$ cat src/hw/rtl/tpb_pkg.sv
package tpb_pkg;

  localparam int DEPTH_DEF      = 2048;
  localparam int COORD_BITS_DEF = 32;

  localparam int IN_TDATA_W  = 120;
  localparam int OUT_TDATA_W = 24;
  localparam int PADDR_W     = 5;

  // register indexes
  localparam logic [2:0] REG_EMIT  = 3'd0;
  localparam logic [2:0] REG_LIFE  = 3'd1;
  localparam logic [2:0] REG_STEP  = 3'd2;
  localparam logic [2:0] REG_SPAN  = 3'd3;
  localparam logic [2:0] REG_MAXPT = 3'd4;

  // reset values
  localparam logic        EMIT_RST  = 1'b1;
  localparam logic [20:0] LIFE_RST  = 21'd16384;
  localparam logic [19:0] STEP_RST  = 20'd1311;
  localparam logic [29:0] SPAN_RST  = 30'd196608;
  localparam logic [11:0] MAXPT_RST = 12'd64;

  // clamp ranges
  localparam logic [21:0] ELAPSED_SAT = 22'd3932160;
  localparam logic [20:0] LIFE_LO     = 21'd655;
  localparam logic [20:0] LIFE_HI     = 21'd1966080;
  localparam logic [19:0] STEP_LO     = 20'd7;
  localparam logic [19:0] STEP_HI     = 20'd655360;
  localparam logic [29:0] SPAN_LO     = 30'd655;
  localparam logic [29:0] SPAN_HI     = 30'd655360000;
  localparam logic [11:0] PTS_LO      = 12'd2;
  localparam logic [11:0] PTS_HI      = 12'd2048;

  typedef struct packed {
    logic        emit_enable;
    logic [20:0] lifetime;
    logic [19:0] min_step;
    logic [29:0] break_span;
    logic [11:0] max_points;
  } cfg_t;

endpackage

$ cat src/hw/rtl/tpb_cfg_regs.sv
module tpb_cfg_regs import tpb_pkg::*; (
  input  logic               clk,
  input  logic               rst,
  input  logic               psel,
  input  logic               penable,
  input  logic               pwrite,
  input  logic [PADDR_W-1:0] paddr,
  input  logic [31:0]        pwdata,
  output logic [31:0]        prdata,
  output logic               pready,
  output cfg_t               cfg
);

  logic [2:0] reg_idx;
  logic       wr_hit;

  assign reg_idx = paddr[4:2];
  assign pready  = 1'b1;
  assign wr_hit  = psel && penable && pwrite;

  always_ff @(posedge clk) begin
    if (rst) begin
      cfg.emit_enable <= EMIT_RST;
      cfg.lifetime    <= LIFE_RST;
      cfg.min_step    <= STEP_RST;
      cfg.break_span  <= SPAN_RST;
      cfg.max_points  <= MAXPT_RST;
    end else if (wr_hit) begin
      unique case (reg_idx)
        REG_EMIT:  cfg.emit_enable <= pwdata[0];
        REG_LIFE:  cfg.lifetime    <= pwdata[20:0];
        REG_STEP:  cfg.min_step    <= pwdata[19:0];
        REG_SPAN:  cfg.break_span  <= pwdata[29:0];
        REG_MAXPT: cfg.max_points  <= pwdata[11:0];
        default: ;
      endcase
    end
  end

  always_comb begin
    unique case (reg_idx)
      REG_EMIT:  prdata = {31'd0, cfg.emit_enable};
      REG_LIFE:  prdata = {11'd0, cfg.lifetime};
      REG_STEP:  prdata = {12'd0, cfg.min_step};
      REG_SPAN:  prdata = {2'd0, cfg.break_span};
      REG_MAXPT: prdata = {20'd0, cfg.max_points};
      default:   prdata = 32'd0;
    endcase
  end

endmodule

$ cat config.mk
export PLATFORM = sky130hd
export DESIGN_NAME = tpb_cfg_regs
export DESIGN_NICKNAME = d
export VERILOG_FILES = /design/src/hw/rtl/tpb_pkg.sv /design/src/hw/rtl/tpb_cfg_regs.sv
export SDC_FILE = /design/constraint.sdc
export NUM_CORES = 1
export LEC_CHECK = 0
export ABC_AREA = 1
export BUFFER_PORTS_ARGS = -buffer_cell sky130_fd_sc_hd__buf_2
export CORE_MARGIN = 2
export CORE_UTILIZATION = 53
export DETAILED_ROUTE_END_ITERATION = 8
export HOLD_SLACK_MARGIN = 0.03
export PLACE_DENSITY = 0.86
export SLEW_MARGIN = 0
export SYNTH_ARGS = -nofsm -noshare
export SYNTH_HDL_FRONTEND = slang
export SYNTH_SLANG_ARGS = --single-unit
export TNS_END_PERCENT = 5
$ cat constraint.sdc
create_clock -name clk -period 1.8 [get_ports clk]
set_input_delay 0.09 -clock clk [delete_from_list [all_inputs] [get_ports clk]]
set_output_delay 0.09 -clock clk [all_outputs]
set_load 0.03 [all_outputs]
==> results.sh, run 1 <==
export IMPL_die_y_microns=91.3
export IMPL_p_comb_share_pct=11.8
export IMPL_critPathLaunchType="input port"
export IMPL_reg_top3="cfg: 84 flops"
export IMPL_endpoint_kind="output port"
export IMPL_reg2regPathDepth=2
export IMPL_synth_largest_area_cell="dfxtp_1"
export IMPL_p_seq_share_pct=49.7
export IMPL_cts_root_buf="clkbuf_8"
export IMPL_async_reset_ff_share_pct=0
export IMPL_period_needed_ns=1.39
export IMPL_crit_type="in2out"
export IMPL_min_from="pwdata[23]"
export IMPL_cts_tree="built"
export IMPL_path_max_fanout=9
export IMPL_crit_path_cell_trace="buf_2 -> inv_2 -> nand3_1 -> inv_2 -> buf_4 -> nand2_1 -> nand2_1 -> inv_1 -> nand2_1 -> buf_2"
export IMPL_ys_seq_area_share_pct=41.6
export IMPL_drive_above_1_share_pct=23.1
export IMPL_vdd_drop_max_v=0.000441
export IMPL_start_util_pct=55.1
export IMPL_timing_rr_end="cfg[78]"
export IMPL_post_cts_resized=0
export IMPL_syn_area_sq_mm=0.00404
export IMPL_outcome="complete, no violations"
export IMPL_wl_per_cell_microns=12.2
export IMPL_cts_buffers=9
export IMPL_gp_congestion=0.810
export IMPL_ys_ff_latch=84
export IMPL_finalNetCount=867
export IMPL_fin_skew_ns=0
export IMPL_die_w_microns=91.3
export IMPL_netSwitchingPower_mw=0.972
export IMPL_cts_sinks=84
export IMPL_drt_pass1_iter_count=6
export IMPL_setup_violations=0
export IMPL_grt_overflow=0
export IMPL_avgSynthCellArea_sq_um=6.04
export IMPL_rrSetupSlack_ns=1.17
export IMPL_fmax_mhz=720
export IMPL_final_hold_viol_count=0
export IMPL_maxCapViolCount=0
export IMPL_drt_iter0_markers=213
export IMPL_hold_path_class="in2reg"
export IMPL_maxSlewViolCount=0
export IMPL_yosysMostFrequentCell="nand2_1"
export IMPL_path_depth=10
export IMPL_synthCells=669
export IMPL_hold_depth=5
export IMPL_cp_top_family="buffers and inverters"
export IMPL_ys_warn_count=0
export IMPL_synth_top_cell_area_share_pct=41.6
export IMPL_synth_edf_count=0
export IMPL_area_growth_pct=30.8
export IMPL_powerDensity_mw_per_mm2=724
export IMPL_die_area_sq_mm=0.00833
export IMPL_post_place_ws_ns=0.397
export IMPL_row_count=31
export IMPL_min_to="cfg[35]"
export IMPL_fin_setup_tns_ns=0
export IMPL_leakagePower_nw=2.83
export IMPL_post_route_period_util_pct=77.1
export IMPL_postLayoutCoreUtil_pct=72.1
export IMPL_crit_slowest_cell="buf_4"
export IMPL_ant_nets=0
export IMPL_r2r_start="cfg[78]"
export IMPL_clk_pin_slew_ns=0.08
export IMPL_grt_setup_unrepaired="false"
export IMPL_num_vias=4546
export IMPL_dp_hpwl_microns=7780
export IMPL_yosys_most_used_dff="dfxtp_1"
export IMPL_grt_usage_pct=27.9
export IMPL_antenna_found_initial=0
export IMPL_ys_types=15
export IMPL_worstPathRequired_ns=1.71
export IMPL_h_tree_depth=3
export IMPL_setup_ws_ns=0.412
export IMPL_port_buffer_count=151
export IMPL_coreArea_sq_mm=0.00733
export IMPL_path_buf_inv=6
export IMPL_vias_per_cell=4.89
export IMPL_grt_max_degree=85
export IMPL_regMostFlops="cfg"
export IMPL_grt_pass1_vias=4240
export IMPL_grt_pass1_wl_microns=19200
export IMPL_drc=0
export IMPL_n_antenna_cell=0
export IMPL_cts_buffer_depth=2
export IMPL_arrival_ns=1.30
export IMPL_clock_latency_ns=0.34
export IMPL_post_cts_buffers=0
export IMPL_p_sw_share_pct=25.4
export IMPL_synth_common_cells="nand2_1, nor2_1, dfxtp_1, nand3_1, inv_1"
export IMPL_ios=159
export IMPL_wirelength_microns=11400
export IMPL_largest_reg_flops=84
export IMPL_internal_power_mw=2.85
export IMPL_critPathMaxStageDelay_ns=0.19
export IMPL_power_share_clock_pct=38.5
export IMPL_synth_area_top_cells="dfxtp_1, nand2_1, nor2_1"
export IMPL_crit_top_cell="nand2_1"
## final cells by class
| class | count | area, sq um |
|---|---|---|
| inverters | 70 | 263 |
| repair buffers | 183 | 1080 |
| clock inverters | 4 | 72.6 |
| multi-input cells | 477 | 1920 |
| flip-flops and latches | 84 | 1680 |
| fillers | 631 | 2050 |
| well taps | 99 | 124 |
| clock buffers | 12 | 145 |
## worst reg2reg max path: stages, from the launching register on
cell and delay, ns:
dfxtp_1 0.40, nor2_1 0.07, nor2_1 0.10
## worst max-delay path by stage
| stage | from | end | slack [ns] |
|---|---|---|---|
| floorplan | paddr[4] | prdata[10] | 0.70 |
| global placement | paddr[4] | prdata[0] | 0.43 |
| detailed placement | paddr[4] | prdata[4] | 0.40 |
| CTS | paddr[4] | prdata[4] | 0.39 |
| global route | paddr[4] | prdata[5] | 0.27 |
| finish | paddr[4] | prdata[4] | 0.41 |
## stage by stage
stage          cells  hold slack, ns  power, mW  instance area (sq um)
3_5_place_dp     899           0.320       2.37                   4920
2_1_floorplan    670           0.216       2.22                   4040
3_3_place_gp     899           0.316       2.36                   4920
5_1_grt          929          0.0473       3.97                   5280
6_report         929          0.0436       3.83                   5280
4_1_cts          929          0.0320       3.83                   5280
## logic make-up after synthesis
family,after synthesis,share of synthesized area (%)
AO/OA/AOI/OAI,3,0.372
buffers and inverters,109,11.6
flip-flops,84,41.6
other,2,0.186
AND/OR/NAND/NOR,471,46.2
## placed cells by master, fill, tap and decap left out, drive strengths merged
master       Yosys  final
clkinv           0      1
buf             34    169
conb             2      3
nor2           164    164
nand3           69     69
clkinvlp         0      1
nand4            2      2
dfxtp           84     84
o21ai            3      3
nand2          236    236
dlygate4sd3      0     14
inv             70     70
bufinv           0      2
clkbuf           5     12
## per-layer routing
layer	GRT usage [%]	share of wire [%]
met4	10.6	1.7
met5	0	0
met1	33.8	42
met3	5.73	6.9
met2	48.5	49
## repair_timing
item | in CTS | in global routing
endpoints found under the hold margin | 15 | 0
hold buffers | 14 | 0
endpoints found under the setup margin | 0 | 0
## power groups by stage
stage	Combinational, mW	Sequential (mW)	Clock, mW
2_1_floorplan	0.237	1.99	0
3_3_place_gp	0.417	1.94	0
3_5_place_dp	0.426	1.94	0
4_1_cts	0.450	1.90	1.48
5_1_grt	0.500	1.90	1.57
6_report	0.453	1.90	1.47
Note: power is estimated with default switching activity, not from simulation.
==> run 2: changes to the inputs <==
Settings changed: CORE_UTILIZATION 53 to 49, PLACE_DENSITY 0.86 to 0.8.
Clock period 1.8 ns to 1.3 ns, I/O delays scaled along.
==> run 2 against run 1 <==
  * Die area rose by 7.8%
  * Non-clock buffer count rose by 12
  * Via count rose by 1.6%
  * Hold slack improved by 0.0079 ns
  * Core utilization fell by 3.8 points
  * Register-to-register slack got worse by 0.50 ns
  * Global-route usage fell by 2.0 points
  * Critical endpoint is now prdata[8]
==> results.sh, run 2 (synthesis results as in run 1) <==
export IMPL_outcome="complete, no violations"
export IMPL_die_w_microns=94.8
export IMPL_endpoint_kind="output port"
export IMPL_grt_setup_unrepaired="true"
export IMPL_coreArea_sq_mm=0.00809
export IMPL_critPathLaunchType="flip-flop"
export IMPL_drt_pass1_iter_count=4
export IMPL_drc=0
export IMPL_crit_type="reg2out"
export IMPL_grt_pass1_vias=4215
export IMPL_num_vias=4621
export IMPL_wl_per_cell_microns=12.3
export IMPL_antenna_found_initial=0
export IMPL_wirelength_microns=11700
export IMPL_postLayoutCoreUtil_pct=68.2
export IMPL_crit_slowest_cell="dfxtp_1"
export IMPL_grt_overflow=0
export IMPL_port_buffer_count=151
export IMPL_cts_tree="built"
export IMPL_post_route_period_util_pct=94.8
export IMPL_gp_congestion=0.841
export IMPL_drive_above_1_share_pct=24.0
export IMPL_hold_depth=5
export IMPL_fin_setup_tns_ns=0
export IMPL_setup_ws_ns=0.0674
export IMPL_worstPathRequired_ns=1.24
export IMPL_grt_usage_pct=25.9
export IMPL_power_share_clock_pct=38.2
export IMPL_clock_latency_ns=0.34
export IMPL_path_max_fanout=3
export IMPL_layout_commonest_cell="nand2_1"
export IMPL_layout_common_cells="nand2_1, nor2_1, buf_2"
export IMPL_holdWs_ns=0.0515
export IMPL_largest_reg_flops=84
export IMPL_cts_sinks=84
export IMPL_post_place_ws_ns=0.0296
export IMPL_dp_hpwl_microns=7710
export IMPL_start_util_pct=49.9
export IMPL_ant_nets=0
export IMPL_die_y_microns=94.8
export IMPL_grt_max_degree=85
export IMPL_fin_skew_ns=0
export IMPL_drt_iter0_markers=207
export IMPL_row_count=33
export IMPL_p_comb_share_pct=12.8
export IMPL_crit_top_cell="nand2_1"
export IMPL_arrival_ns=1.17
export IMPL_vdd_drop_max_v=0.000639
export IMPL_critPathMaxStageDelay_ns=0.38
export IMPL_p_seq_share_pct=48.9
export IMPL_leakagePower_nw=2.92
export IMPL_cts_buffers=9
export IMPL_reg_top3="cfg: 84 flops"
export IMPL_final_hold_viol_count=0
export IMPL_area_growth_pct=36.8
export IMPL_fillers=686
export IMPL_h_tree_depth=3
export IMPL_fmax_mhz=811
export IMPL_period_needed_ns=1.23
export IMPL_n_antenna_cell=0
export IMPL_reg2regPathDepth=2
export IMPL_regMostFlops="cfg"
export IMPL_clk_pin_slew_ns=0.08
export IMPL_maxSlewViolCount=0
export IMPL_ios=159
export IMPL_powerDensity_mw_per_mm2=973
export IMPL_setup_violations=0
export IMPL_die_area_sq_mm=0.00898
export IMPL_crit_path_cell_trace="nand2_1 -> nand2_1 -> inv_1 -> nand2_1 -> clkbuf_4"
export IMPL_p_sw_share_pct=25.6
export IMPL_cts_buffer_depth=2
export IMPL_vias_per_cell=4.88
export IMPL_internal_power_mw=4.00
export IMPL_hold_path_class="in2reg"
export IMPL_cts_root_buf="clkbuf_8"
export IMPL_maxCapViolCount=0
export IMPL_finalNetCount=879
export IMPL_grt_pass1_wl_microns=18700
export IMPL_netSwitchingPower_mw=1.38
run 2: cell types whose count changed in the layout (fill, tap and decap cells not counted), moves of 2 or more:
cell	before	now
dlygate4sd3_1	14	20
buf_2	151	148
clkbuf_4	0	3
buf_4	14	12
buf_12	4	11
run 2: path summary, 6_finish.rpt:
kind / start / to / slack, ns
worst max-delay path: cfg[50] / prdata[8] / 0.07
worst min-delay path: pwdata[15] / cfg[27] / 0.05
worst max register to register: cfg[49] / cfg[49] / 0.67
worst min register to register: cfg[44] / cfg[44] / 0.50
run 2: stage by stage:
step                power [mW]  instances  area (sq um)
floorplan                 3.08        670          4040
CTS                       5.39        945          5470
global route              5.61        947          5520
finish                    5.38        947          5520
global placement          3.30        909          5050
detailed placement        3.31        909          5050
run 2: final cells by class:
type	instances	area (sq um)	share of cell area [%]
repair buffers	195	1300	23.5
well taps	105	131	2.38
inverters	70	263	4.76
multi-input cells	477	1930	34.9
clock inverters	4	72.6	1.31
flip-flops and latches	84	1680	30.5
clock buffers	12	145	2.63
run 2: layer usage:
metal | share of wire (%) | track usage (%) | vias up
li1 | - | - | 2319
met1 | 43 | 31.6 | 2087
met2 | 48 | 45.6 | 197
met3 | 7.3 | 3.91 | 18
met4 | 1.9 | 10.3 | 0
met5 | 0 | 0 | -
run 2: power groups by stage:
stage	logic [mW]	clock network, mW	registers, mW
floorplan	0.328	0	2.75
global placement	0.608	0	2.69
detailed placement	0.621	0	2.69
CTS	0.668	2.10	2.63
global route	0.757	2.21	2.64
finish	0.691	2.05	2.63
run 2: worst max-delay path, delay by kind of cell (launching register included):
| kind | cells | cell delay [ns] |
|---|---|---|
| flops | 1 | 0.38 |
| buf+inv | 2 | 0.22 |
| simple gates | 3 | 0.23 |
run 2: what timing repair did:
action,4_1_cts,5_1_grt
hold buffers,20,0
buffers inserted,0,1
hold endpoints to repair,21,0
gates resized for setup,0,8
setup endpoints to repair,0,10
