[src/hw/rtl/tpb_pkg.sv]
package tpb_pkg;

  localparam int DEPTH_DEF      = 2048;
  localparam int COORD_BITS_DEF = 32;

  localparam int IN_TDATA_W  = 120;
  localparam int OUT_TDATA_W = 24;
  localparam int PADDR_W     = 5;

  // register indexes
  localparam logic [2:0] REG_EMIT  = 3'd0;
  localparam logic [2:0] REG_LIFE  = 3'd1;
  localparam logic [2:0] REG_STEP  = 3'd2;
  localparam logic [2:0] REG_SPAN  = 3'd3;
  localparam logic [2:0] REG_MAXPT = 3'd4;

  // reset values
  localparam logic        EMIT_RST  = 1'b1;
  localparam logic [20:0] LIFE_RST  = 21'd16384;
  localparam logic [19:0] STEP_RST  = 20'd1311;
  localparam logic [29:0] SPAN_RST  = 30'd196608;
  localparam logic [11:0] MAXPT_RST = 12'd64;

  // clamp ranges
  localparam logic [21:0] ELAPSED_SAT = 22'd3932160;
  localparam logic [20:0] LIFE_LO     = 21'd655;
  localparam logic [20:0] LIFE_HI     = 21'd1966080;
  localparam logic [19:0] STEP_LO     = 20'd7;
  localparam logic [19:0] STEP_HI     = 20'd655360;
  localparam logic [29:0] SPAN_LO     = 30'd655;
  localparam logic [29:0] SPAN_HI     = 30'd655360000;
  localparam logic [11:0] PTS_LO      = 12'd2;
  localparam logic [11:0] PTS_HI      = 12'd2048;

  typedef struct packed {
    logic        emit_enable;
    logic [20:0] lifetime;
    logic [19:0] min_step;
    logic [29:0] break_span;
    logic [11:0] max_points;
  } cfg_t;

endpackage

[src/hw/rtl/tpb_seq.sv]
module tpb_seq import tpb_pkg::*; #(
  parameter int DEPTH   = DEPTH_DEF,
  parameter int COORD_W = 32,
  localparam int AW   = (DEPTH > 1) ? $clog2(DEPTH) : 1,
  localparam int CW   = $clog2(DEPTH + 1),
  localparam int EXW  = $clog2(DEPTH + 2),
  localparam int MW   = 3 * COORD_W + 32,
  localparam int DW   = COORD_W + 1,
  localparam int CMPW = (DW > 30) ? DW : 30
) (
  input  logic                   clk,
  input  logic                   rst,
  input  cfg_t                   cfg,
  input  logic                   s_axis_tvalid,
  output logic                   s_axis_tready,
  input  logic [IN_TDATA_W-1:0]  s_axis_tdata,
  input  logic [1:0]             s_axis_tuser,
  output logic                   m_axis_tvalid,
  input  logic                   m_axis_tready,
  output logic [OUT_TDATA_W-1:0] m_axis_tdata,
  output logic [1:0]             m_axis_tuser,
  output logic                   rd_en,
  output logic [AW-1:0]          rd_addr,
  input  logic [MW-1:0]          rd_data,
  output logic                   wr_en,
  output logic [AW-1:0]          wr_addr,
  output logic [MW-1:0]          wr_data
);

  localparam logic [3:0] S_IDLE    = 4'd0;
  localparam logic [3:0] S_EXP_RD  = 4'd1;
  localparam logic [3:0] S_EXP_CHK = 4'd2;
  localparam logic [3:0] S_EMIT    = 4'd3;
  localparam logic [3:0] S_DIST    = 4'd4;
  localparam logic [3:0] S_MUL     = 4'd5;
  localparam logic [3:0] S_ACC     = 4'd6;
  localparam logic [3:0] S_CMP     = 4'd7;
  localparam logic [3:0] S_APPEND  = 4'd8;
  localparam logic [3:0] S_TRIM    = 4'd9;
  localparam logic [3:0] S_DONE    = 4'd10;

  localparam int SW = CW + 1;
  localparam logic [SW-1:0] DEPTH_S  = SW'(DEPTH);
  localparam logic [CW-1:0] DEPTH_C  = CW'(DEPTH);
  localparam logic [AW-1:0] LAST_IDX = AW'(DEPTH - 1);

  logic [3:0]         state;
  logic [AW-1:0]      head;
  logic [CW-1:0]      count;
  logic [31:0]        now_time;
  logic [EXW-1:0]     expired;
  logic               app_flag;
  logic               clr_flag;
  logic [COORD_W-1:0] x_in, y_in, z_in;
  logic [29:0]        ax, ay, az;
  logic [2:0]         idx;
  logic [59:0]        prod;
  logic [61:0]        d2;
  logic [59:0]        span2;
  logic [38:0]        step2;

  logic [20:0]   life;
  logic [19:0]   step;
  logic [29:0]   span;
  logic [11:0]   lim12;
  logic [CW-1:0] limit;
  logic [21:0]   dt;
  logic [31:0]   age;
  logic [AW-1:0] head_inc;
  logic [AW-1:0] last_addr;
  logic [AW-1:0] slot_addr;
  logic [CW-1:0] trim_n;
  logic [AW-1:0] head_trim;
  logic [CMPW-1:0] ext_ax, ext_ay, ext_az, ext_span;
  logic [29:0]   mul_op;

  function automatic logic [AW-1:0] wrap_add(input logic [AW-1:0] base,
                                             input logic [CW-1:0] n);
    logic [SW-1:0] s;
    s = SW'(base) + SW'(n);
    if (s >= DEPTH_S) begin
      s = s - DEPTH_S;
    end
    return s[AW-1:0];
  endfunction

  function automatic logic [CMPW-1:0] abs_diff(input logic [COORD_W-1:0] a,
                                               input logic [COORD_W-1:0] b);
    logic signed [DW-1:0] d;
    logic [DW-1:0]        m;
    d = $signed({a[COORD_W-1], a}) - $signed({b[COORD_W-1], b});
    m = d[DW-1] ? DW'(-d) : DW'(d);
    return CMPW'(m);
  endfunction

  // clamp registers on use
  always_comb begin
    life  = (cfg.lifetime < LIFE_LO) ? LIFE_LO :
            ((cfg.lifetime > LIFE_HI) ? LIFE_HI : cfg.lifetime);
    step  = (cfg.min_step < STEP_LO) ? STEP_LO :
            ((cfg.min_step > STEP_HI) ? STEP_HI : cfg.min_step);
    span  = (cfg.break_span < SPAN_LO) ? SPAN_LO :
            ((cfg.break_span > SPAN_HI) ? SPAN_HI : cfg.break_span);
    lim12 = (cfg.max_points < PTS_LO) ? PTS_LO :
            ((cfg.max_points > PTS_HI) ? PTS_HI : cfg.max_points);
    limit = ({1'b0, lim12} > 13'(DEPTH)) ? DEPTH_C : CW'(lim12);
  end

  always_comb begin
    dt        = (s_axis_tdata[117:96] > ELAPSED_SAT) ? ELAPSED_SAT : s_axis_tdata[117:96];
    age       = now_time - rd_data[31:0];
    head_inc  = (head == LAST_IDX) ? '0 : head + 1'b1;
    last_addr = wrap_add(head, count - 1'b1);
    slot_addr = wrap_add(head, count);
    trim_n    = count - limit;
    head_trim = wrap_add(head, trim_n);
    ext_ax    = abs_diff(x_in, rd_data[32 +: COORD_W]);
    ext_ay    = abs_diff(y_in, rd_data[32 + COORD_W +: COORD_W]);
    ext_az    = abs_diff(z_in, rd_data[32 + 2 * COORD_W +: COORD_W]);
    ext_span  = CMPW'(span);
    case (idx)
      3'd0:    mul_op = ax;
      3'd1:    mul_op = ay;
      3'd2:    mul_op = az;
      3'd3:    mul_op = span;
      default: mul_op = {10'd0, step};
    endcase
  end

  // one read port: head for expiry, newest entry for the distance test
  always_comb begin
    rd_en   = 1'b0;
    rd_addr = head;
    if (state == S_EXP_RD && count != '0) begin
      rd_en = 1'b1;
    end else if (state == S_EMIT && cfg.emit_enable && count != '0) begin
      rd_en   = 1'b1;
      rd_addr = last_addr;
    end
    wr_en   = (state == S_APPEND);
    wr_addr = (count == DEPTH_C) ? head : slot_addr;
    wr_data = {z_in, y_in, x_in, now_time};
  end

  assign s_axis_tready = (state == S_IDLE);

  always_ff @(posedge clk) begin
    if (rst) begin
      state         <= S_IDLE;
      head          <= '0;
      count         <= '0;
      now_time      <= '0;
      expired       <= '0;
      app_flag      <= 1'b0;
      clr_flag      <= 1'b0;
      idx           <= '0;
      m_axis_tvalid <= 1'b0;
    end else begin
      if (m_axis_tvalid && m_axis_tready) begin
        m_axis_tvalid <= 1'b0;
      end
      unique case (state)
        S_IDLE: begin
          if (s_axis_tvalid) begin
            x_in     <= s_axis_tdata[COORD_W-1:0];
            y_in     <= s_axis_tdata[32 +: COORD_W];
            z_in     <= s_axis_tdata[64 +: COORD_W];
            expired  <= '0;
            app_flag <= 1'b0;
            if (!s_axis_tuser[0] || !s_axis_tuser[1]) begin
              // drop the whole trail; the clock holds
              count    <= '0;
              clr_flag <= 1'b1;
              state    <= S_DONE;
            end else begin
              now_time <= now_time + 32'(dt);
              clr_flag <= 1'b0;
              state    <= S_EXP_RD;
            end
          end
        end
        S_EXP_RD: begin
          state <= (count != '0) ? S_EXP_CHK : S_EMIT;
        end
        S_EXP_CHK: begin
          if (age >= 32'(life)) begin
            head    <= head_inc;
            count   <= count - 1'b1;
            expired <= expired + 1'b1;
            state   <= S_EXP_RD;
          end else begin
            state <= S_EMIT;
          end
        end
        S_EMIT: begin
          if (!cfg.emit_enable) begin
            state <= S_TRIM;
          end else if (count == '0) begin
            state <= S_APPEND;
          end else begin
            state <= S_DIST;
          end
        end
        S_DIST: begin
          if (ext_ax > ext_span || ext_ay > ext_span || ext_az > ext_span) begin
            count    <= '0;
            clr_flag <= 1'b1;
            state    <= S_APPEND;
          end else begin
            ax    <= ext_ax[29:0];
            ay    <= ext_ay[29:0];
            az    <= ext_az[29:0];
            idx   <= '0;
            d2    <= '0;
            state <= S_MUL;
          end
        end
        S_MUL: begin
          prod  <= mul_op * mul_op;
          state <= S_ACC;
        end
        S_ACC: begin
          case (idx)
            3'd0, 3'd1, 3'd2: d2 <= d2 + 62'(prod);
            3'd3:             span2 <= prod;
            default:          step2 <= prod[38:0];
          endcase
          if (idx == 3'd4) begin
            state <= S_CMP;
          end else begin
            idx   <= idx + 1'b1;
            state <= S_MUL;
          end
        end
        S_CMP: begin
          if (d2 > 62'(span2)) begin
            count    <= '0;
            clr_flag <= 1'b1;
            state    <= S_APPEND;
          end else if (d2 >= 62'(step2)) begin
            state <= S_APPEND;
          end else begin
            state <= S_TRIM;
          end
        end
        S_APPEND: begin
          app_flag <= 1'b1;
          if (count == DEPTH_C) begin
            // full: the new point overwrites the head slot
            head    <= head_inc;
            expired <= expired + 1'b1;
          end else begin
            count <= count + 1'b1;
          end
          state <= S_TRIM;
        end
        S_TRIM: begin
          if (count > limit) begin
            count   <= limit;
            head    <= head_trim;
            expired <= expired + EXW'(trim_n);
          end
          state <= S_DONE;
        end
        S_DONE: begin
          if (!m_axis_tvalid || m_axis_tready) begin
            m_axis_tvalid      <= 1'b1;
            m_axis_tdata[11:0] <= 12'(count);
            m_axis_tdata[23:12] <= (32'(expired) > 32'd4095) ? 12'd4095 : 12'(expired);
            m_axis_tuser       <= {clr_flag, app_flag};
            state              <= S_IDLE;
          end
        end
        default: state <= S_IDLE;
      endcase
    end
  end

endmodule

[config.mk]
export PLATFORM = sky130hd
export DESIGN_NAME = tpb_seq
export DESIGN_NICKNAME = d
export VERILOG_FILES = /design/src/hw/rtl/tpb_pkg.sv /design/src/hw/rtl/tpb_seq.sv
export SDC_FILE = /design/constraint.sdc
export NUM_CORES = 2
export LEC_CHECK = 0
export ABC_AREA = 0
export BUFFER_PORTS_ARGS = -buffer_cell sky130_fd_sc_hd__buf_2
export CELL_PAD_IN_SITES_DETAIL_PLACEMENT = 0
export CELL_PAD_IN_SITES_GLOBAL_PLACEMENT = 1
export CORE_ASPECT_RATIO = 1.25
export CORE_UTILIZATION = 35
export CTS_BUF_LIST = sky130_fd_sc_hd__clkbuf_8
export DETAILED_ROUTE_END_ITERATION = 10
export GPL_TIMING_DRIVEN = 0
export PLACE_DENSITY_LB_ADDON = 0.1
export RECOVER_POWER = 25
export SETUP_SLACK_MARGIN = 0.4
export SYNTH_ARGS = -nofsm -noshare
export SYNTH_HDL_FRONTEND = slang
export SYNTH_SLANG_ARGS = --single-unit
export TNS_END_PERCENT = 5
[constraint.sdc]
create_clock -name clk -period 21.9 [get_ports clk]
set_input_delay 2.19 -clock clk [delete_from_list [all_inputs] [get_ports clk]]
set_output_delay 2.19 -clock clk [all_outputs]
set_load 0.05 [all_outputs]
==> metrics.yaml <==
setup_violations: 0
cts_hold_buf: 0
syn_to_final_growth_pct: 12.2
yosys.area.top_type: "fa_1"
power_w: 0.00443
grt_pass1_wl_um: 340000
via_per_inst: 5.10
whs_endpoint: "m_axis_tdata[23]"
rrSetupSlack_ns: 6.69
post_cts_buffers: 0
post_dp_cell_area_sq_um: 71900
layout_common_cells: "inv_1, ha_1, fa_1, nor2_1, nand2_1"
start_util: 0.353
skew_ns: 0.0841
drc: 0
regArea_sq_um: 14500
cellPowerDensity_nw_per_um2: 60.0
p_leak_nw: 35.7
post-place-cells: 10247
yosysUniqueCellTypes: 109
htree_levels: 3
drtPass1Iterations: 5
async_flop_share: 0
crit_family: "compound AO/OA/AOI/OAI gates"
rows: 177
pwr-share-comb: 0.504
hold_path_class: "reg -> reg"
syn_inst: 7200
coreArea_sq_um: 186000
dieHeight_um: 487
routed-via-count: 53106
nNetsFinal: 9625
portBuffers: 515
drtAntennaViolNets: 0
dieArea_sq_um: 190000
yosysTopAreaCellShare: 0.218
synth.avg_cell_area_sq_um: 9.13
maxSlewViolCount: 35
drt-total-wl_um: 225000
synthFlopType: "edfxtp_1"
outcome: "finished with violations"
nFillCells: 19052
start_kind: "input port"
min_period_over_period: 0.738
r2r_end: "prod[56]"
p_sw_frac: 0.443
final_cells: 10421
crit_required_ns: 22.48
worstMarginPinSlew_ns: 2.28
clockBufferDepth: 3
min_path_cells: 0
violations: "capacitance limit, slew limit"
finalHoldViolCount: 0
antenna_found_initial: 11
reg2regPathDepth: 38
max_freq_mhz: 61.9
yosysSeqAreaShare: 0.220
finalCriticalPeriod_ns: 16.16
relSlewSlack: -0.522
cts.clk_slew.worst_paths_ns: 0.06
grt.total_usage: 0.236
postLayoutCellArea_sq_um: 73800
critPathMaxFanout: 10
synth_edf_count: 430
crit_slowest_cell: "a221oi_1"
clock_sinks: 507
final_layout_size_suffix_gt1_frac: 0.100
r2r_start: "idx[0]"
cts_tree: "done"
hold_start: "expired[11]"
pwr-share-seq: 0.271
ys_warn_count: 0
io-pin-count: 518
cts-root-buf: "clkbuf_8"
ys_ff_latch: 507
critPathBufInv: 8
synth.area.top_cells: "fa_1, edfxtp_1, ha_1"
cpMostUsedCell: "fa_1"
end_kind: "flop"
fin_tns_setup_ns: 0
switchingPower_w: 0.00196
crit_type: "in -> reg"
overflow: 0
dpl.hpwl_um: 190000
final_common_cell: "inv_1"
ir_worst_vdd_mv: 0.0796
crit_path_max_incr_delay_ns: 1.13
dieWidth_um: 390
clkPwrFrac: 0.225
ctsResizeCount: 0
cp.arrival_ns: 16.74
grt_start_max_net_pins: 47
multi_input_area_sq_um: 45600
syn_nets: 8986
cap_violations: 1
netlist_area_sq_um: 65800
rsz0062_at_grt: "false"
drt_iter0_drc: 2478
final_util: 0.396
place_congestion: 0.919
grt_pass1_vias: 56244
intPower_w: 0.00247
wl_per_cell_um: 21.6
cts_buffers: 95
worstSkewPairLatency_ns: 0.86
[flip-flops by register name, indices dropped and copies added (netlist names), 2 cells and up]
| name | cells |
|---|---|
| d2 | 62 |
| head | 11 |
| step2 | 38 |
| m_axis_tdata | 24 |
| ax | 30 |
| prod | 59 |
| now_time | 32 |
| count | 12 |
| y_in | 32 |
| state | 4 |
| expired | 12 |
| ay | 30 |
| span2 | 59 |
| m_axis_tuser | 2 |
| z_in | 32 |
| idx | 3 |
| az | 30 |
| x_in | 32 |
[cells by family after synthesis]
| logic type | synth area share |
|---|---|
| multiplexers | 0.00403 |
| flip-flops | 0.220 |
| AND/OR/NAND/NOR | 0.133 |
| adder cells (fa/ha/maj) | 0.357 |
| XOR/XNOR | 0.0492 |
| buffers and inverters | 0.0882 |
| AO/OA/AOI/OAI | 0.148 |
[cell usage after synthesis (all sizes together) (31+ instances only)]
cell type / count
inv: 1304
ha: 732
fa: 716
nor2: 601
nand2: 564
a21oi: 444
edfxtp: 430
xnor2: 240
o21ai: 233
a21o: 214
clkbuf: 168
xor2: 129
nor3: 100
nand3: 91
nand4: 90
dfxtp: 77
nor2b: 66
and2: 62
and3: 59
o21a: 58
a211oi: 57
o21bai: 53
nand2b: 52
a31oi: 47
buf: 47
nor4: 45
or3: 41
o31ai: 33
o211ai: 32
a22oi: 31
[through the flow]
stage	hold WS, ns	worst slack (ns)
after CTS	0.435	5.74
after detailed placement	0.420	4.86
final	0.442	5.74
after global placement	0.421	4.73
after floorplan	0.408	9.68
after global routing	0.461	5.20
[power by group through the flow]
stage	clock (W)	combinational [W]	sequential (W)
final	0.000996	0.00223	0.00120
after global routing	0.00107	0.00246	0.00121
after CTS	0.00104	0.00225	0.00120
after detailed placement	0	0.00223	0.00122
after global placement	0	0.00221	0.00123
after floorplan	0	0.00149	0.00128
[layer usage]
| layer | global-route usage | vias up | part of all wire |
|---|---|---|---|
| li1 | - | 25600 | - |
| met1 | 0.283 | 25924 | 0.41 |
| met2 | 0.426 | 1229 | 0.50 |
| met3 | 0.0282 | 335 | 0.043 |
| met4 | 0.0985 | 18 | 0.044 |
| met5 | 0 | - | 0.00054 |
[area by class of cell]
| type | instances | share of cell area |
|---|---|---|
| inverters | 1316 | 0.0669 |
| clock buffers | 97 | 0.0181 |
| flip-flops and latches | 507 | 0.196 |
| clock inverters | 72 | 0.00814 |
| repair buffers | 542 | 0.0390 |
| diodes | 4 | 0.000136 |
| plain buffers | 215 | 0.0117 |
| multi-input cells | 5162 | 0.618 |
| well taps | 2506 | 0.0425 |
[worst max path at each step]
stage               depth (start not counted)    start  slack [ns]  endpoint
floorplan                                  37  cfg[22]        9.68  prod[56]
global placement                           40  cfg[22]        4.73  prod[56]
detailed placement                         39  cfg[16]        4.86  prod[56]
CTS                                        39  cfg[16]        5.74  prod[56]
global route                               39  cfg[16]        5.20  prod[56]
finish                                     39  cfg[16]        5.74  prod[56]
No activity file was read; power rests on OpenSTA's default activity.
